## src/rtl/core/ccsr_pkg.sv

```systemverilog
// shared types and constants of the character canvas rasterizer
package ccsr_pkg;

    localparam logic [2:0] MODE_CLEAR  = 3'd0;
    localparam logic [2:0] MODE_POINT  = 3'd1;
    localparam logic [2:0] MODE_LINE   = 3'd2;
    localparam logic [2:0] MODE_RECT   = 3'd3;
    localparam logic [2:0] MODE_FILL   = 3'd4;
    localparam logic [2:0] MODE_CIRCLE = 3'd5;
    localparam logic [2:0] MODE_DISC   = 3'd6;
    localparam logic [2:0] MODE_READ   = 3'd7;

    localparam logic       CFG_ROWS = 1'b0;
    localparam logic       CFG_COLS = 1'b1;

    localparam logic [6:0] CANVAS_RESET = 7'd64;
    localparam logic [7:0] GLYPH_SPACE  = 8'h20;

    typedef struct packed {
        logic [2:0] mode;
        logic [5:0] p_col;
        logic [5:0] p_row;
        logic [5:0] q_col;
        logic [5:0] q_row;
        logic [6:0] radius;
        logic [7:0] glyph;
    } t_cmd;

    typedef struct packed {
        logic [7:0] read_glyph;
        logic       clipped;
    } t_res;

    typedef struct packed {
        logic [6:0] rows;
        logic [6:0] cols;
    } t_cfg;

    typedef enum logic [2:0] {
        OP_CLEAR,
        OP_POINT,
        OP_LINE,
        OP_RECT,
        OP_FILL,
        OP_CIRCLE,
        OP_DISC,
        OP_READ
    } t_op;

    typedef struct packed {
        t_op  op;
        t_cmd cmd;
    } t_job;

    typedef struct packed {
        logic        we;
        logic [15:0] addr;
        logic [7:0]  data;
    } t_fb_req;

    typedef enum logic [3:0] {
        SQ_INIT,
        SQ_IDLE,
        SQ_CLEAR,
        SQ_POINT,
        SQ_LINE,
        SQ_RECT,
        SQ_FILL,
        SQ_CSETUP,
        SQ_CIRCLE,
        SQ_READ,
        SQ_RWAIT,
        SQ_DONE
    } t_seq_state;

endpackage

```

## src/rtl/core/ccsr_front.sv

```systemverilog
// command intake: decodes each item and queues it for the drawing engine
module ccsr_front (
    input  logic           i_clk,
    input  logic           i_rst_n,
    input  logic           i_valid,
    output logic           o_stall,
    input  ccsr_pkg::t_cmd i_item,
    input  logic           i_hold,
    output logic           o_job_valid,
    output ccsr_pkg::t_job o_job,
    input  logic           i_job_pop
);
    import ccsr_pkg::*;

    t_job       r_q [2];
    logic       r_wp;
    logic       r_rp;
    logic [1:0] r_cnt;
    logic       accept;
    t_op        op;

    always_comb begin
        case (i_item.mode)
            MODE_CLEAR:  op = OP_CLEAR;
            MODE_POINT:  op = OP_POINT;
            MODE_LINE:   op = OP_LINE;
            MODE_RECT:   op = OP_RECT;
            MODE_FILL:   op = OP_FILL;
            MODE_CIRCLE: op = OP_CIRCLE;
            MODE_DISC:   op = OP_DISC;
            MODE_READ:   op = OP_READ;
            default:     op = OP_READ;
        endcase
    end

    assign o_stall     = (r_cnt == 2'd2) || i_hold;
    assign accept      = i_valid && !o_stall;
    assign o_job_valid = (r_cnt != 2'd0);
    assign o_job       = r_q[r_rp];

    always_ff @(posedge i_clk) begin
        if (!i_rst_n) begin
            r_wp  <= 1'b0;
            r_rp  <= 1'b0;
            r_cnt <= 2'd0;
        end else begin
            if (accept) begin
                r_wp <= ~r_wp;
            end
            if (i_job_pop) begin
                r_rp <= ~r_rp;
            end
            r_cnt <= r_cnt + 2'(accept) - 2'(i_job_pop);
        end
    end

    always_ff @(posedge i_clk) begin
        if (accept) begin
            r_q[r_wp] <= '{op: op, cmd: i_item};
        end
    end

endmodule

```

## config.mk

```make
export PLATFORM = sky130hd
export DESIGN_NAME = ccsr_front
export DESIGN_NICKNAME = d
export VERILOG_FILES = /design/src/rtl/core/ccsr_pkg.sv /design/src/rtl/core/ccsr_front.sv
export SDC_FILE = /design/constraint.sdc
export NUM_CORES = 1
export LEC_CHECK = 0
export BUFFER_PORTS_ARGS = -buffer_cell sky130_fd_sc_hd__clkbuf_2
export CORE_MARGIN = 8
export CORE_UTILIZATION = 30
export DETAILED_ROUTE_END_ITERATION = 16
export GPL_TIMING_DRIVEN = 0
export MAX_ROUTING_LAYER = met4
export PLACE_DENSITY = 0.53
export SYNTH_ARGS = -nofsm -noshare
export SYNTH_HDL_FRONTEND = slang
export SYNTH_SLANG_ARGS = --single-unit
```

## constraint.sdc

```tcl
create_clock -name i_clk -period 6.1 [get_ports i_clk]
set_input_delay 1.22 -clock i_clk [delete_from_list [all_inputs] [get_ports i_clk]]
set_output_delay 1.22 -clock i_clk [all_outputs]
set_load 0.01 [all_outputs]
```

# ---- Word-level counts from Yosys, hierarchy flattened
# Memories as Yosys holds them, arrays and structs flattened. A register that Yosys moved wholly into a read port is not among the register bits.
# Cells that the tools add are included.
dict set report classes {
  n_addsub 2
  n_eq_ne 1
  bitwise 2
  n_reduce_logical 4
  mux 4
}
# cell n
set ops {}
lappend ops {{2-to-1 mux 1 bit} 4}
lappend ops {{adder 2 x 1 -> 2 bit} 1}
lappend ops {{== test 2 bit, second input constant} 1}
lappend ops {{inverter 1 bit} 2}
lappend ops {{nonzero test 2 bit} 1}
lappend ops {{subtractor 2 x 1 -> 2 bit} 1}
lappend ops {{logical AND 1 bit} 1}
lappend ops {{zero test 1 bit} 1}
lappend ops {{logical OR 1 bit} 1}
dict set report word_totals {
  mem_bits_ro 24
  n_memories 2
  wordCells 18
  regBits 4
  ram_bits 90
  output_inout_bits 47
  inputBits 47
}
# memory depth word_bits read_ports rd_clocked_by_memory_dff write_ports line_no
set mem_list {}
lappend mem_list {r_q 2 45 1 1 1 ccsr_front.sv:15} ;# t_job r_q [2];
lappend mem_list {{(no name shown)} 8 3 1 0 0 ccsr_front.sv:23} ;# case (i_item.mode)

# ---- Depth between registers and ports, before layout
dict set report logic_depth {
  ltp_word 6
  ltp_mapped 8
}

# ---- Worst setup path before layout
# No wires, ideal clock.
dict set report synth_path {
  kind {input -> register}
  start {input i_hold}
  end {memory r_q[0][0] in the netlist's numbering (enable)}
  setup_ns 0.442
  n_path_buf 0
  t_required_ns 5.658
  t_arrival_ns 3.235
  slack_ns 2.423
  cell_stages 2
  path_cell_list {nand3b_1 -> nor2_1}
}
dict set report synth_between {
  elab_chain_cells 5
}
# item line_no
set synth_lines {}
lappend synth_lines {{start: declaration} ccsr_front.sv:8} ;# input logic i_hold,
lappend synth_lines {{logical OR 1 bit} ccsr_front.sv:36} ;# assign o_stall = (r_cnt == 2'd2) || i_hold;
lappend synth_lines {{zero test 1 bit} ccsr_front.sv:37} ;# assign accept = i_valid && !o_stall;
lappend synth_lines {{logical AND 1 bit} ccsr_front.sv:37}
lappend synth_lines {{2-to-1 mux 1 bit} ccsr_front.sv:58} ;# if (accept) begin
lappend synth_lines {{2-to-1 mux 1 bit (not written as such)} ccsr_front.sv:59} ;# r_q[r_wp] <= '{op: op, cmd: i_item};
lappend synth_lines {{end: declaration} ccsr_front.sv:15}
# No other way between the ends.

# ---- Worst setup path in the final report
dict set report layout_path {
  start {input i_hold}
  end {output o_stall}
}
dict set report layout_between {
  elab_chain_cells 1
}
# item line_no
set layout_lines {}
lappend layout_lines {{logical OR 1 bit} ccsr_front.sv:36}
lappend layout_lines {{end: declaration} ccsr_front.sv:6} ;# output logic o_stall,
# No other way between the ends.

==> impl_results.md <==
* Syn. warnings at 0
* CP cell instances: clkbuf_2 -> nand2b_1 -> clkbuf_2
* First-pass GRT wire length at 9.64 mm
* Top cell by count, worst path: clkbuf_2
* DR iter-0 viols at slightly above 70
* Core area at between 10000 and 15000 sq um
* LEAKAGE at roughly 1.8 nW
* CTS resizes at 0
* Yosys cell types at 18
* Nets@finish at around 320
* HP Class: reg2reg
* Worst setup EP type: output port
* Hold WS at approximately 0.53 ns
* GPL Wtd Cong at 0.615
* Synthesized net count at ~210
* Cts bufs inserted at 9
* Post-CTS Hold Fix Bufs at 0
* Port buffer count at a little over 90
* Post-route ant nets at 0
* Gr usage total at just under 9%
* Vias in the first global route at 1928
* Top cells by area, synth: edfxtp_1 (72%), mux2_4 (17%), dfxtp_1 (2.9%)
* Placed cell areas at approximately 4200 sq um
* Max Clock Freq at between 0.3 and 0.4 GHz
* Grt ovf at 0
* Slowest stage delay, CP at ~0.13 ns
* Crit path max-delay cell type: nand2b_1
* CTS tree: built
* Worst Tran Pin Value at ~0.53 ns
* Peak VDD IR at 0.146 mV
* Crit Path Class: in2out
* PnR worst setup slack at ~3.3 ns
* Top cell type's share of synthesized area at slightly above 70%
* Hold Vio Cnt, Final at 0
* Slew headroom at around two thirds
* DP Wirelength at about 4.5 mm
* Largest net degree at the start of global routing at 28
* Max cap viols at 0
* Design area at 4550 sq um
* Power Density at between 300 and 400 nW/um^2
* #FFs+latches synth at 89
* Outcome: finished, final reports clean
* Synthesized instance count at ~160
* Initial antenna violation count at 1
* Initial DRT Pass Iterations at 4
* P&R area growth vs syn at 30.1%
* Type of origin of the critical path: input pin
* Clk buf depth at 2
* Worst-path clk slew at around 0.060 ns
* Crit Path Max Fanout at 2
* Die span in x at 124 microns
* Worst Path Buf+Inv at 2
* Share of cells above drive strength 1 at between 50% and 60%
* Post-CTS setup buffers at 0
* Starting Density at 30.6%
* Clk Latency, worst-skew pair at about 0.33 ns
* Final WL at between 6 and 7 mm
* Final Cycle Share at between 40% and 50%
* CTS HTree Levels at 3
* Drc violations at 0
* Setup WS pre-CTS at 3.22 ns
* Count of pins over their slew limit at 0
* TNS Setup at 0 ns
* # setup viols final at 0
* Vias at approximately 1700
* Standard-cell row count at 39
* Post-Syn Area per Cell at ~22 sq um
* Routed length per placed instance at 15.2 microns
* Sequential area share after synthesis at between 70% and 80%
* Die area at around 15000 sq um
* Fin Clk Skew at 0.00522 ns
* Fin crit period at 2.77 ns
* Clock Root Buffer: clkbuf_16
* Num ports at 94
* RSZ-0062 raised after global routing: no
* Clk sinks at 89
* Chip Height at about 120 microns
* Cell Area, Synth at roughly 3500 sq um
* Worst EP arrival at between 1.5 and 2 ns
* Critical path's top delay family: buffers and inverters
* Worst EP required at 4.88 ns
* Vias/cell at just over 4
* Cell accounting for the most synthesized area: edfxtp_1
flip-flops by register name, summed over array words and instances (netlist names), named ones only:
signal	cells
r_cnt	2
r_q	84
r_wp	1
r_rp	1
layout by cell type (no fill, tap or decap), types with 2 or more instances in the layout:
cell type,instances
clkbuf_2,93
edfxtp_1,84
mux2_4,40
clkbuf_16,9
buf_12,5
dfxtp_1,5
and2_1,4
buf_4,3
clkbuf_1,3
nand2b_1,2
inv_1,2
nor2_4,2
mux2_2,2
nand2_1,2
xnor2_1,2
ha_1,2
bufinv_16,2
buf_16,2
through the flow:
stage | std cells | utilization [%] | power [W]
2_1_floorplan | 159 | - | 0.000861
3_3_place_gp | 395 | 36.2 | 0.000934
3_5_place_dp | 398 | 37.0 | 0.000944
4_1_cts | 414 | 39.8 | 0.00153
5_1_grt | 415 | 39.8 | 0.00156
6_report | 415 | 39.8 | 0.00150
per-layer routing:
| metal | track usage (%) | wire, microns | vias to the layer above | share of wire, % |
|---|---|---|---|---|
| met1 | 9.97 | 2720 | 820 | 43 |
| met5 | - | 0 | - | 0 |
| met2 | 13.7 | 3000 | 59 | 47 |
| met4 | 4.91 | 142 | 0 | 2.2 |
| li1 | - | - | 825 | - |
| met3 | 2.58 | 456 | 10 | 7.2 |
worst paths after layout:
path	startpoint	end	slack, ns	depth (start not counted)
worst max register to register	r_cnt[0]	r_q[1][4]	4.17	5
worst min register to register	r_wp	r_wp	0.53	2
worst max-delay path	i_hold	o_stall	3.33	3
worst min-delay path	r_wp	r_wp	0.53	2
worst min-delay path: cells and delay by family, from the launching register on:
kind | cells | cell delay, ns
multiplexers | 1 | 0.06
flip-flops | 1 | 0.34
AND/OR/NAND/NOR | 1 | 0.07
final cells by class:
cell class / count / area [sq um]
fill: 1083 / 6870
sequential: 89 / 2620
multi-input combinational: 60 / 766
timing repair buffer: 96 / 541
clock buffer: 13 / 250
tap: 143 / 179
buffer: 8 / 114
clock inverter: 3 / 65.1
inverter: 2 / 7.51
antenna: 1 / 2.50
cells in the mapped netlist:
library cell / number
xor2_1: 1
inv_1: 2
nand3b_1: 1
mux2_2: 2
buf_4: 3
dfxtp_1: 5
mux2_4: 40
or2_2: 1
nand2_1: 2
nand2b_1: 2
edfxtp_1: 84
and2_1: 4
buf_12: 4
ha_1: 2
buf_6: 1
xnor2_1: 2
nor2_1: 2
mux2i_1: 1
cells by family after synthesis:
kind of cell	synth area share, %
DFF	75.0
and+or+nand+nor	1.90
buffers and inverters	3.47
muxes	18.1
adders and majority gates	0.716
xor gates and xnor gates	0.752
where the power goes:
group	switching, W	internal, W
registers	0.0000107	0.000709
logic	0.0000943	0.000110
clock network	0.000207	0.000370
total	0.000312	0.00119
Note: power is estimated with default switching activity, not from simulation.
