`config.mk`:
```
export PLATFORM = sky130hd
export DESIGN_NAME = ccsr_back
export DESIGN_NICKNAME = d
export VERILOG_FILES = /design/src/rtl/core/ccsr_pkg.sv /design/src/rtl/core/ccsr_back.sv
export SDC_FILE = /design/constraint.sdc
export NUM_CORES = 1
export LEC_CHECK = 0
export BUFFER_PORTS_ARGS = -buffer_cell sky130_fd_sc_hd__buf_2
export CAP_MARGIN = 25
export CORE_UTILIZATION = 50
export CTS_CLUSTER_SIZE = 40
export DETAILED_ROUTE_END_ITERATION = 16
export MAX_ROUTING_LAYER = met4
export PLACE_DENSITY_LB_ADDON = 0.15
export REMOVE_ABC_BUFFERS = 1
export SETUP_SLACK_MARGIN = 0.3
export SLEW_MARGIN = 20
export SYNTH_ARGS = -nofsm -noshare
export SYNTH_HDL_FRONTEND = slang
export SYNTH_SLANG_ARGS = --single-unit
```
`constraint.sdc`:
```
create_clock -name i_clk -period 20 [get_ports i_clk]
set_input_delay 4 -clock i_clk [delete_from_list [all_inputs] [get_ports i_clk]]
set_output_delay 4 -clock i_clk [all_outputs]
set_load 0.01 [all_outputs]
```
`src/rtl/core/ccsr_pkg.sv`:
```
// shared types and constants of the character canvas rasterizer
package ccsr_pkg;

    localparam logic [2:0] MODE_CLEAR  = 3'd0;
    localparam logic [2:0] MODE_POINT  = 3'd1;
    localparam logic [2:0] MODE_LINE   = 3'd2;
    localparam logic [2:0] MODE_RECT   = 3'd3;
    localparam logic [2:0] MODE_FILL   = 3'd4;
    localparam logic [2:0] MODE_CIRCLE = 3'd5;
    localparam logic [2:0] MODE_DISC   = 3'd6;
    localparam logic [2:0] MODE_READ   = 3'd7;

    localparam logic       CFG_ROWS = 1'b0;
    localparam logic       CFG_COLS = 1'b1;

    localparam logic [6:0] CANVAS_RESET = 7'd64;
    localparam logic [7:0] GLYPH_SPACE  = 8'h20;

    typedef struct packed {
        logic [2:0] mode;
        logic [5:0] p_col;
        logic [5:0] p_row;
        logic [5:0] q_col;
        logic [5:0] q_row;
        logic [6:0] radius;
        logic [7:0] glyph;
    } t_cmd;

    typedef struct packed {
        logic [7:0] read_glyph;
        logic       clipped;
    } t_res;

    typedef struct packed {
        logic [6:0] rows;
        logic [6:0] cols;
    } t_cfg;

    typedef enum logic [2:0] {
        OP_CLEAR,
        OP_POINT,
        OP_LINE,
        OP_RECT,
        OP_FILL,
        OP_CIRCLE,
        OP_DISC,
        OP_READ
    } t_op;

    typedef struct packed {
        t_op  op;
        t_cmd cmd;
    } t_job;

    typedef struct packed {
        logic        we;
        logic [15:0] addr;
        logic [7:0]  data;
    } t_fb_req;

    typedef enum logic [3:0] {
        SQ_INIT,
        SQ_IDLE,
        SQ_CLEAR,
        SQ_POINT,
        SQ_LINE,
        SQ_RECT,
        SQ_FILL,
        SQ_CSETUP,
        SQ_CIRCLE,
        SQ_READ,
        SQ_RWAIT,
        SQ_DONE
    } t_seq_state;

endpackage

```
`src/rtl/core/ccsr_back.sv`:
```
// drawing engine: walks the cells of each command and writes or reads the framebuffer
module ccsr_back #(
    parameter int MAX_ROWS = 64,
    parameter int MAX_COLS = 64
) (
    input  logic              i_clk,
    input  logic              i_rst_n,
    input  ccsr_pkg::t_cfg    i_cfg,
    input  logic              i_job_valid,
    input  ccsr_pkg::t_job    i_job,
    output logic              o_job_pop,
    output logic              o_init_busy,
    output ccsr_pkg::t_fb_req o_req,
    input  logic [7:0]        i_rd_data,
    output logic              o_valid,
    input  logic              i_stall,
    output ccsr_pkg::t_res    o_item
);
    import ccsr_pkg::*;

    localparam int             DEPTH     = MAX_ROWS * MAX_COLS;
    localparam int             AW        = (DEPTH > 1) ? $clog2(DEPTH) : 1;
    localparam logic [AW-1:0]  LAST_ADDR = AW'(DEPTH - 1);
    localparam logic [8:0]     ROWS_LIM  = 9'(MAX_ROWS);
    localparam logic [8:0]     COLS_LIM  = 9'(MAX_COLS);

    t_seq_state r_state, n_state;
    t_job       r_job, n_job;
    logic [AW-1:0] r_addr, n_addr;
    logic [5:0] r_c0, n_c0, r_r0, n_r0;
    logic signed [8:0] r_e, n_e;
    logic [1:0] r_phase, n_phase;
    logic [5:0] r_k, n_k, r_m, n_m;
    logic [7:0] r_i, n_i, r_j, n_j;
    logic [15:0] r_asq, n_asq, r_bsq, n_bsq, r_ccsq, n_ccsq, r_r2, n_r2;
    logic       r_clip, n_clip;
    logic [7:0] r_rd, n_rd;
    logic       r_out_valid;
    t_res       r_out;

    t_cmd       c;
    logic [8:0] nr, nc;
    logic       out_free;
    logic       d_we, clr_we, in_rng;
    logic [7:0] d_row, d_col;
    logic [15:0] cell_addr;
    logic [5:0] ldc, ldr;
    logic       line_end;
    logic signed [9:0] e2;
    logic       c_step, r_step;
    logic [5:0] rlo, rhi;
    logic       rect_empty, fill_empty;
    logic [15:0] dsum;
    logic [17:0] d4, outer, inner;
    logic       hit, row_last, col_last;
    logic signed [8:0] a_off, b_off;
    logic signed [9:0] a_inc, b_inc;
    logic [5:0] i_dc, i_dr;

    function automatic logic [5:0] f_adiff(input logic [5:0] a, input logic [5:0] b);
        return (a > b) ? (a - b) : (b - a);
    endfunction

    assign c        = r_job.cmd;
    assign nr       = ({2'b00, i_cfg.rows} > ROWS_LIM) ? ROWS_LIM : {2'b00, i_cfg.rows};
    assign nc       = ({2'b00, i_cfg.cols} > COLS_LIM) ? COLS_LIM : {2'b00, i_cfg.cols};
    assign out_free = !r_out_valid || !i_stall;

    // line stepping
    assign ldc      = f_adiff(c.q_col, c.p_col);
    assign ldr      = f_adiff(c.q_row, c.p_row);
    assign line_end = (r_c0 == c.q_col) && (r_r0 == c.q_row);
    assign e2       = {r_e, 1'b0};
    assign c_step   = e2 > -$signed({4'b0000, ldr});
    assign r_step   = e2 < $signed({4'b0000, ldc});
    assign i_dc     = f_adiff(i_job.cmd.q_col, i_job.cmd.p_col);
    assign i_dr     = f_adiff(i_job.cmd.q_row, i_job.cmd.p_row);

    // rectangle edges
    assign rlo        = r_phase[1] ? c.p_row : c.p_col;
    assign rhi        = r_phase[1] ? c.q_row : c.q_col;
    assign rect_empty = rlo > rhi;
    assign fill_empty = (c.p_col > c.q_col) || (c.p_row > c.q_row);

    // circle tests
    assign dsum  = r_asq + r_bsq;
    assign d4    = {dsum, 2'b00};
    assign outer = {r_r2, 2'b00} + 18'({c.radius, 2'b00}) + 18'd1;
    assign inner = {r_r2, 2'b00} - 18'({c.radius, 2'b00}) + 18'd1;
    assign hit   = (r_job.op == OP_DISC) ? (dsum <= r_r2) :
                   ((d4 < outer) && ((c.radius == 7'd0) || (d4 > inner)));
    assign row_last = ({1'b0, r_i} == nr - 9'd1);
    assign col_last = ({1'b0, r_j} == nc - 9'd1);
    assign a_off = $signed({1'b0, r_i}) - $signed({3'b000, c.p_row});
    assign b_off = $signed({1'b0, r_j}) - $signed({3'b000, c.p_col});
    assign a_inc = {a_off, 1'b0} + 10'sd1;
    assign b_inc = {b_off, 1'b0} + 10'sd1;

    assign in_rng    = ({1'b0, d_row} < nr) && ({1'b0, d_col} < nc);
    assign cell_addr = 16'(d_row) * 16'(MAX_COLS) + 16'(d_col);

    always_comb begin
        n_state = r_state;
        case (r_state)
            SQ_INIT: begin
                if (r_addr == LAST_ADDR) n_state = SQ_IDLE;
            end
            SQ_IDLE: begin
                if (i_job_valid) begin
                    case (i_job.op)
                        OP_CLEAR:  n_state = SQ_CLEAR;
                        OP_POINT:  n_state = SQ_POINT;
                        OP_LINE:   n_state = SQ_LINE;
                        OP_RECT:   n_state = SQ_RECT;
                        OP_FILL:   n_state = SQ_FILL;
                        OP_CIRCLE: n_state = SQ_CSETUP;
                        OP_DISC:   n_state = SQ_CSETUP;
                        OP_READ:   n_state = SQ_READ;
                        default:   n_state = SQ_DONE;
                    endcase
                end
            end
            SQ_CLEAR: begin
                if (r_addr == LAST_ADDR) n_state = SQ_DONE;
            end
            SQ_POINT:  n_state = SQ_DONE;
            SQ_LINE: begin
                if (line_end) n_state = SQ_DONE;
            end
            SQ_RECT: begin
                if (r_phase == 2'd3 && (rect_empty || r_k == rhi)) n_state = SQ_DONE;
            end
            SQ_FILL: begin
                if (fill_empty || (r_m == c.q_row && r_k == c.q_col)) n_state = SQ_DONE;
            end
            SQ_CSETUP: begin
                n_state = (nr == 9'd0 || nc == 9'd0) ? SQ_DONE : SQ_CIRCLE;
            end
            SQ_CIRCLE: begin
                if (row_last && col_last) n_state = SQ_DONE;
            end
            SQ_READ:   n_state = in_rng ? SQ_RWAIT : SQ_DONE;
            SQ_RWAIT:  n_state = SQ_DONE;
            SQ_DONE: begin
                if (out_free) n_state = SQ_IDLE;
            end
            default:   n_state = SQ_IDLE;
        endcase
    end

    always_comb begin
        n_job   = r_job;
        n_addr  = r_addr;
        n_c0    = r_c0;
        n_r0    = r_r0;
        n_e     = r_e;
        n_phase = r_phase;
        n_k     = r_k;
        n_m     = r_m;
        n_i     = r_i;
        n_j     = r_j;
        n_asq   = r_asq;
        n_bsq   = r_bsq;
        n_ccsq  = r_ccsq;
        n_r2    = r_r2;
        n_clip  = r_clip;
        n_rd    = r_rd;
        d_we    = 1'b0;
        d_row   = 8'd0;
        d_col   = 8'd0;
        clr_we  = 1'b0;
        o_job_pop = 1'b0;
        case (r_state)
            SQ_INIT, SQ_CLEAR: begin
                clr_we = 1'b1;
                n_addr = (r_addr == LAST_ADDR) ? '0 : r_addr + AW'(1);
            end
            SQ_IDLE: begin
                if (i_job_valid) begin
                    o_job_pop = 1'b1;
                    n_job   = i_job;
                    n_clip  = 1'b0;
                    n_rd    = 8'd0;
                    n_addr  = '0;
                    n_c0    = i_job.cmd.p_col;
                    n_r0    = i_job.cmd.p_row;
                    n_e     = $signed({3'b000, i_dc}) - $signed({3'b000, i_dr});
                    n_phase = 2'd0;
                    n_k     = i_job.cmd.p_col;
                    n_m     = i_job.cmd.p_row;
                end
            end
            SQ_POINT: begin
                d_we  = 1'b1;
                d_row = 8'(c.p_row);
                d_col = 8'(c.q_col);
            end
            SQ_LINE: begin
                d_we  = 1'b1;
                d_row = 8'(r_r0);
                d_col = 8'(r_c0);
                if (!line_end) begin
                    n_e = r_e - (c_step ? $signed({3'b000, ldr}) : 9'sd0)
                              + (r_step ? $signed({3'b000, ldc}) : 9'sd0);
                    if (c_step) n_c0 = (c.p_col < c.q_col) ? r_c0 + 6'd1 : r_c0 - 6'd1;
                    if (r_step) n_r0 = (c.p_row < c.q_row) ? r_r0 + 6'd1 : r_r0 - 6'd1;
                end
            end
            SQ_RECT: begin
                if (!rect_empty) begin
                    d_we = 1'b1;
                    case (r_phase)
                        2'd0: begin d_row = 8'(c.p_row); d_col = 8'(r_k);   end
                        2'd1: begin d_row = 8'(c.q_row); d_col = 8'(r_k);   end
                        2'd2: begin d_row = 8'(r_k);     d_col = 8'(c.p_col); end
                        default: begin d_row = 8'(r_k);  d_col = 8'(c.q_col); end
                    endcase
                end
                if (rect_empty || r_k == rhi) begin
                    n_phase = r_phase + 2'd1;
                    n_k     = (r_phase == 2'd0) ? c.p_col : c.p_row;
                end else begin
                    n_k = r_k + 6'd1;
                end
            end
            SQ_FILL: begin
                if (!fill_empty) begin
                    d_we  = 1'b1;
                    d_row = 8'(r_m);
                    d_col = 8'(r_k);
                    if (r_m == c.q_row) begin
                        n_m = c.p_row;
                        n_k = r_k + 6'd1;
                    end else begin
                        n_m = r_m + 6'd1;
                    end
                end
            end
            SQ_CSETUP: begin
                n_asq  = 16'({10'd0, c.p_row} * {10'd0, c.p_row});
                n_bsq  = 16'({10'd0, c.p_col} * {10'd0, c.p_col});
                n_ccsq = 16'({10'd0, c.p_col} * {10'd0, c.p_col});
                n_r2   = 16'({9'd0, c.radius} * {9'd0, c.radius});
                n_i    = 8'd0;
                n_j    = 8'd0;
            end
            SQ_CIRCLE: begin
                d_we  = hit;
                d_row = r_i;
                d_col = r_j;
                if (col_last) begin
                    n_j   = 8'd0;
                    n_i   = r_i + 8'd1;
                    n_bsq = r_ccsq;
                    n_asq = 16'($signed({2'b00, r_asq}) + {{8{a_inc[9]}}, a_inc});
                end else begin
                    n_j   = r_j + 8'd1;
                    n_bsq = 16'($signed({2'b00, r_bsq}) + {{8{b_inc[9]}}, b_inc});
                end
            end
            SQ_READ: begin
                d_row = 8'(c.p_row);
                d_col = 8'(c.q_col);
                if (!in_rng) n_clip = 1'b1;
            end
            SQ_RWAIT: begin
                n_rd = i_rd_data;
            end
            default: begin
            end
        endcase
        if (d_we && !in_rng) n_clip = 1'b1;
    end

    always_comb begin
        o_req.we   = clr_we || (d_we && in_rng);
        o_req.addr = clr_we ? 16'(r_addr) : cell_addr;
        o_req.data = clr_we ? GLYPH_SPACE : c.glyph;
    end

    assign o_init_busy = (r_state == SQ_INIT);
    assign o_valid     = r_out_valid;
    assign o_item      = r_out;

    always_ff @(posedge i_clk) begin
        if (!i_rst_n) begin
            r_state     <= SQ_INIT;
            r_addr      <= '0;
            r_out_valid <= 1'b0;
        end else begin
            r_state <= n_state;
            r_addr  <= n_addr;
            if (r_state == SQ_DONE && out_free) begin
                r_out_valid <= 1'b1;
            end else if (!i_stall) begin
                r_out_valid <= 1'b0;
            end
        end
    end

    always_ff @(posedge i_clk) begin
        r_job   <= n_job;
        r_c0    <= n_c0;
        r_r0    <= n_r0;
        r_e     <= n_e;
        r_phase <= n_phase;
        r_k     <= n_k;
        r_m     <= n_m;
        r_i     <= n_i;
        r_j     <= n_j;
        r_asq   <= n_asq;
        r_bsq   <= n_bsq;
        r_ccsq  <= n_ccsq;
        r_r2    <= n_r2;
        r_clip  <= n_clip;
        r_rd    <= n_rd;
        if (r_state == SQ_DONE && out_free) begin
            r_out <= '{read_glyph: r_rd, clipped: r_clip};
        end
    end

endmodule

```
## Word-level counts from Yosys, hierarchy flattened

Memory sizes are Yosys's and may differ from the RTL's.
Index checks and enable logic that the tools add are counted.

| operators by class | value |
|---|---|
| $add $sub $neg | 36 |
| multipliers | 3 |
| equality and inequality tests | 40 |
| magnitude comparators | 18 |
| multiplexer cells | 80 |
| reduce and logical (&&, ||, !) cells | 49 |

Operators with widths:

| cell | count |
|---|---|
| $mux W6 | 26 |
| $pmux W8 S5 | 2 |
| $pmux W16 S2 | 2 |
| $pmux W6 S2 | 5 |
| $pmux W8 S2 | 3 |
| $sub A6 B6 Y6 | 8 |
| $pmux W4 S11 | 1 |
| $gt A6 B6 Y1 | 7 |
| $add A16 B10 Y16 | 2 |
| $mux W16 | 2 |
| $mux W4 | 8 |
| $mux W8 | 4 |
| $eq A6 B6 Y1 | 5 |
| $ne A2 B2 Y1 const B | 15 |
| $add A6 B1 Y6 const B | 4 |
| $mul A6 B6 Y12 | 2 |
| $mux W12 | 2 |
| $pmux W12 S2 | 1 |
| $add A10 B1 Y10 const B | 2 |
| $add A17 B1 Y18 const B | 1 |
| $add A17 B2 Y18 const B | 1 |
| $eq A8 B9 Y1 | 2 |
| $gt A18 B18 Y1 | 1 |
| $logic_not A9 Y1 | 2 |
| other kinds (54) | 118 |

| storage, ports and cells | value |
|---|---|
| output and inout port bits | 37 |
| memories | 1 |
| bits in registers | 186 |
| bits in read-only memories | 32 |

Memory list:

| name | words | width | read ports | clocked after Yosys merged registers in | write ports | line | source |
|---|---|---|---|---|---|---|---|
| (name not given) | 8 | 4 | 1 | 0 | 0 | ccsr_back.sv:110 | `case (i_job.op)` |

## Logic depth before layout (Yosys ltp)

Gate-level depths: netlist (run 1).

| depth | value |
|---|---|
| depth after elaboration | 9 |
| gate-level depth with buffers | 30 |
| gate-level depth less buffers | 29 |

## Worst setup path before layout (run 1)

No wires, ideal clock.

| timing path | value |
|---|---|
| kind | input to output |
| start point | in i_cfg[6] in the netlist's numbering |
| end point | out o_req[24] in the netlist's numbering |
| data required time | 16.000 ns |
| buffers on the path | 1 |
| arrival | 5.518 ns |
| slack | 10.482 ns |
| stages | 9 |
| cell sequence | inv_1 -> clkbuf_1 -> nand2_1 -> ha_1 -> a21o_1 -> a21o_1 -> a31oi_1 -> a211o_1 -> a41o_1 |

RTL lines:

| element | line | source |
|---|---|---|
| start, declared | ccsr_back.sv:8 | `input ccsr_pkg::t_cfg i_cfg,` |
| end, declared | ccsr_back.sv:13 | `output ccsr_pkg::t_fb_req o_req,` |

==> impl_metrics.ini, run 1 <==
[synth]
synthAdderAreaFrac_pct = 22.9
avgSynthCellArea_um2 = 8.92
synth-xor-area-share_pct = 9.05
synth_compound_area_share_pct = 16.9
synthTopCellsByArea = edfxtp_1, ha_1, xnor2_1
synth-edff-count = 166
synth_warnings = 0
synth_cell_types = 86
synth-seq-cells = 184
syn_area_um2 = 19700
synthArstFlopShare_pct = 0
synthMuxAreaShare_pct = 2.49
ys_seq_area_share_pct = 27.1
synth_top_cell_area_share_pct = 25.3
synth_simple_gate_area_share_pct = 16.2
synth_top_family_by_area = adder cells
synthFlopType = edfxtp_1
synth.largest_area_cell = edfxtp_1
synthCells = 2213

[pwr]
p_int_mw = 0.646
vdd_ir_drop_max_mv = 0.0636
p_leak_nw = 9.63
clock_power_share_pct = 40.8
pwr-share-comb_pct = 10.3
swShare_pct = 24.8
seqPwrFrac_pct = 48.9
power_density_nw_per_um2 = 40.2
p_sw_mw = 0.213

[min_path]
min_from = r_rd[0]$_SDFFCE_PN0P_
hp-class = flop to flop

[worst_setup_path]
path_max_fanout = 13
rrSetupSlack_ns = 12.68
rr_startpoint = c[27]$_DFFE_PP_
startpoint_type = input pin
startpoint = i_cfg[13]
cp_data_required_time_ns = 16.00
cp_slowest_cell = ha_1
cpPeakStageDelay_ns = 0.29
path_cells = buf_2 > inv_1 > nand2_1 > ha_1 > o21ai_0 > nand2b_1 > a21oi_1 > nor2_1 > o21ai_0 > a41o_1 > buf_2
path_buf_inv = 3
cp.arrival_ns = 5.87
critPathCaptureType = output port
path_class = input pin to output port
crit_family = compound AO/OA/AOI/OAI gates

[sta]
period_minus_slack_ns = 9.87
setup_viol = 0
hold_viol = 0
tightest_slew_ns = 1.08
tns_ns = 0
relSlewSlack_pct = 27.9
rsz0062_at_grt = no
timing.fmax_ghz = 0.101
drv_slew = 0
period_share_pct = 49.3
hold_ws_ns = 0.426
fin_skew_ns = 0.0208

[floorplanning]
die_y_um = 201
core_area_um2 = 38800
start_util_pct = 50.8
dieArea_um2 = 40300
rows = 72
io_pins = 108
die_x_um = 201

[route]
routed-via-count = 16300
wl_per_cell_um = 18.9
dr.pass1.iters = 8
drcViolationCount = 0
drt.antenna.violating_nets = 0
routed_via_density = 5.81
dr.first_iter.drc_count = 1291
wirelength_um = 52900

[global_routing]
use_met3_pct = 3.23
grtUsageMet2_pct = 43.7
grt_pass1_vias = 16000
use_met1_pct = 35.5
grt_pass1_wl_um = 84600
grt-ovfl-total = 0
grt_max_degree = 47
grt_use_total_pct = 27.4
antenna_found_initial = 0
grt_busiest_layer = met2

[cts]
cts_tree = done
clock_sinks = 184
cts_setup_buffers = 0
h-tree-depth = 4
insertion_delay_ns = 0.48
clk_pin_slew_worst_paths_ns = 0.08
clock_path_buffers = 2
cts-hold-fix-buffers = 0
cts-root-buf = clkbuf_16
cts_made_buffers = 17
cts_resized = 0

[job]
maxCapViolCount = 0

[cells_and_area]
utilization_pct = 55.0
final_nets = 2673
area_growth_pct = 8.21
drive_gt1_share_pct = 8.36
fill_cells = 3555
antennaDiodeCount = 0

[placed_design]
gp_congestion = 0.959
port-buffer-count = 103
hpwl_um = 41400

[run_status]
status = finished clean
==> layer usage <==
metal,wire (µm),up-vias
li1,-,7998
met1,23700,7712
met2,24300,477
met3,2850,105
met4,1920,0
met5,0,-
==> layout by cell type (no fill, tap or decap), types with 6 or more instances in the layout <==
cell / Yosys / layout
a211oi_1: 26 / 26
a21o_1: 53 / 53
a21oi_1: 136 / 136
a221o_1: 9 / 9
a222oi_1: 9 / 9
a22oi_1: 15 / 15
a31oi_1: 14 / 14
and2_1: 33 / 33
and3_1: 21 / 21
buf_2: 9 / 103
buf_4: 1 / 10
clkbuf_16: 0 / 17
dfxtp_1: 18 / 18
edfxtp_1: 166 / 166
fa_1: 54 / 54
ha_1: 275 / 275
inv_1: 200 / 199
mux2_2: 13 / 13
mux2i_1: 33 / 33
nand2_1: 194 / 194
nand2b_1: 23 / 23
nand3_1: 50 / 50
nand4_1: 26 / 26
nor2_1: 187 / 187
nor2b_1: 23 / 23
nor3_1: 32 / 30
nor4_1: 10 / 10
o211ai_1: 18 / 18
o21a_1: 18 / 18
o21ai_0: 117 / 117
o21bai_1: 18 / 18
o221ai_1: 6 / 6
o31ai_1: 9 / 9
o41ai_1: 6 / 6
or2_2: 12 / 12
or3_1: 18 / 18
xnor2_1: 137 / 137
xor2_1: 67 / 67
==> worst paths after layout <==
path / depth (start not counted) / endpoint
worst min register to register: 0 / o_item[1]$_DFFE_PP_
worst min-delay path: 0 / o_item[1]$_DFFE_PP_
worst max register to register: 27 / r_e[8]$_DFFE_PP_
worst max-delay path: 11 / o_req[24]
==> through the flow <==
stage,std cells,instance area [µm²],worst slack (ns),power [mW]
finish,2804,21400,10.13,0.859
global route,2804,21400,9.96,0.890
CTS,2803,21300,10.14,0.865
detailed placement,2771,20700,10.14,0.517
global placement,2769,20700,10.15,0.515
floorplan,2138,19400,10.62,0.489
==> state kept, by name, indices dropped and copies added (netlist names), 9 cells and up <==
| name | count |
|---|---|
| c | 39 |
| r_asq | 16 |
| r_bsq | 16 |
| r_r2 | 13 |
| r_addr | 12 |
| r_ccsq | 11 |
| o_item | 9 |
| r_e | 9 |
==> cell usage after synthesis (all sizes together), types with 50 or more instances <==
cell type,instances
xor2,67
nand2,194
nor2,187
a21oi,137
o21ai,118
xnor2,137
inv,200
edfxtp,166
ha,275
clkbuf,62
a21o,53
nand3,50
fa,54
==> cell type report <==
cell class / instances / area [µm²] / share of cell area [%]
Tap cell: 518 / 648 / 3.04
Clock buffer: 18 / 429 / 2.01
Multi-Input combinational cell: 1754 / 13400 / 62.6
Sequential cell: 184 / 5350 / 25.0
Clock inverter: 14 / 161 / 0.756
Inverter: 200 / 751 / 3.52
Timing Repair Buffer: 116 / 661 / 3.09
==> cell families after synthesis <==
logic type,after synthesis
and+or+nand+nor,663
AOI/OAI and AO/OA,510
adders and majority gates,329
buffers and inverters,275
xor gates and xnor gates,204
DFF,184
muxes,47
other,1
==> power groups by stage <==
stage               Sequential (mW)  Clock [mW]  Combinational [mW]
global route                  0.420       0.371              0.0995
floorplan                     0.429           0              0.0604
finish                        0.420       0.351              0.0884
CTS                           0.420       0.356              0.0888
global placement              0.429           0              0.0862
detailed placement            0.429           0              0.0879
Power figures use the tool's default switching activity.
==> inputs of run 2 (changes only) <==
clock period = 8.2 ns   (was 20 ns; I/O delays follow)
==> impl_metrics.ini, run 2 (same netlist as run 1, synthesis figures left out) <==
[run_status]
status = finished clean

[min_path]
whs_endpoint = o_item[5]$_DFFE_PP_
min_from = r_rd[4]$_SDFFCE_PN0P_
hp-class = flop to flop
whs_path_depth = 0

[global_routing]
grt_use_total_pct = 27.3
grt_pass1_vias = 15800
grt-ovfl-total = 0
antenna_found_initial = 0
grt_max_degree = 47
grt_pass1_wl_um = 84500

[route]
wirelength_um = 52600
routed_via_density = 5.79
drcViolationCount = 0
wl_per_cell_um = 18.7
dr.first_iter.drc_count = 1139
dr.pass1.iters = 6
routed-via-count = 16200
drt.antenna.violating_nets = 0

[sta]
drv_slew = 0
fin_skew_ns = 0.0206
timing.fmax_ghz = 0.140
tightest_slew_ns = 0.986
tns_ns = 0
relSlewSlack_pct = 34.3
hold_viol = 0
setup_viol = 0
period_share_pct = 87.0
rsz0062_at_grt = no
period_minus_slack_ns = 7.13

[floorplanning]
io_pins = 108
core_area_um2 = 38800
start_util_pct = 50.8
dieArea_um2 = 40300
die_y_um = 201
rows = 72
die_x_um = 201

[cts]
cts_tree = done
clk_pin_slew_worst_paths_ns = 0.08
cts_made_buffers = 17
cts-root-buf = clkbuf_16
clock_sinks = 184
cts_resized = 0
cts_setup_buffers = 0
insertion_delay_ns = 0.48
h-tree-depth = 4
clock_path_buffers = 2
cts-hold-fix-buffers = 0

[worst_setup_path]
critPathCaptureType = flop
cp_slowest_cell = edfxtp_1
r2r_cells = 26
worst_path_most_repeated_cell = a21oi_1
rrSetupSlack_ns = 1.07
path_class = flop to flop
path_max_fanout = 12
rr_startpoint = c[30]$_DFFE_PP_
cpPeakStageDelay_ns = 0.73
startpoint = c[30]$_DFFE_PP_
cp_data_required_time_ns = 8.42
reg2reg_to = r_e[8]$_DFFE_PP_
startpoint_type = flop
cp.arrival_ns = 7.35

[cells_and_area]
largest_reg_flops = 39
antennaDiodeCount = 0
area_growth_pct = 8.17
final_common_cell = ha_1
multi_input_area_um2 = 13400
ff_latch_area_um2 = 5350
layout_common_cells = ha_1, inv_1, nand2_1, nor2_1, edfxtp_1
fill_cells = 3604
drive_gt1_share_pct = 8.56
final_area_um2 = 21300
final_nets = 2676

[placed_design]
port-buffer-count = 103
gp_congestion = 0.954
hpwl_um = 41100
dpl_cell_area_um2 = 20700

[pwr]
vdd_ir_drop_max_mv = 0.145
power_density_nw_per_um2 = 97.8
p_leak_nw = 9.63

[job]
maxCapViolCount = 0
## run 2: power breakdown
part,internal (mW),leakage (nW),switching (mW)
Clock,0.433,0.286,0.415
Sequential,1.02,1.64,0.00139
Combinational,0.0953,7.71,0.119
## run 2: how the worst max path moves through the flow
stage	slack, ns	cells after the start	endpoint
after floorplan	1.82	27	r_e[8]$_DFFE_PP_
after detailed placement	1.07	26	r_e[8]$_DFFE_PP_
after global placement	1.18	26	r_e[8]$_DFFE_PP_
after global routing	0.58	27	r_e[8]$_DFFE_PP_
after CTS	1.06	26	r_e[8]$_DFFE_PP_
final	1.07	26	r_e[8]$_DFFE_PP_
## run 2: worst max-delay path, delay by kind of cell, from the launching register on
kind | cells | cell delay, ns
buffers and inverters | 2 | 0.35
muxes | 1 | 0.34
DFF | 1 | 0.73
adders and majority gates | 4 | 1.58
AOI/OAI and AO/OA | 14 | 3.07
and+or+nand+nor | 3 | 0.41
xor gates and xnor gates | 2 | 0.42
## run 2: final cells by class
class | count | area share (%)
timing repair buffer | 119 | 3.12
tap | 518 | 3.04
clock inverter | 14 | 0.721
multi-input combinational | 1754 | 62.6
sequential | 184 | 25.0
inverter | 200 | 3.52
clock buffer | 18 | 2.01
## run 2: metal layers
layer	GRT usage (%)	share of wire, %
met1	36.0	46
met2	43.9	47
met3	2.63	4.8
met4	8.89	2.5
met5	-	0
## run 2: stage by stage
| step | setup WS (ns) | hold slack (ns) | utilization (%) | instances | power (mW) |
|---|---|---|---|---|---|
| after detailed placement | 1.07 | 0.406 | 53.4 | 2772 | 1.26 |
| after floorplan | 1.82 | 0.400 | - | 2138 | 1.19 |
| after global placement | 1.18 | 0.403 | 53.3 | 2771 | 1.26 |
| final | 1.07 | 0.422 | 55.0 | 2807 | 2.09 |
| after global routing | 0.583 | 0.428 | 55.0 | 2807 | 2.16 |
| after CTS | 1.06 | 0.424 | 54.9 | 2804 | 2.10 |
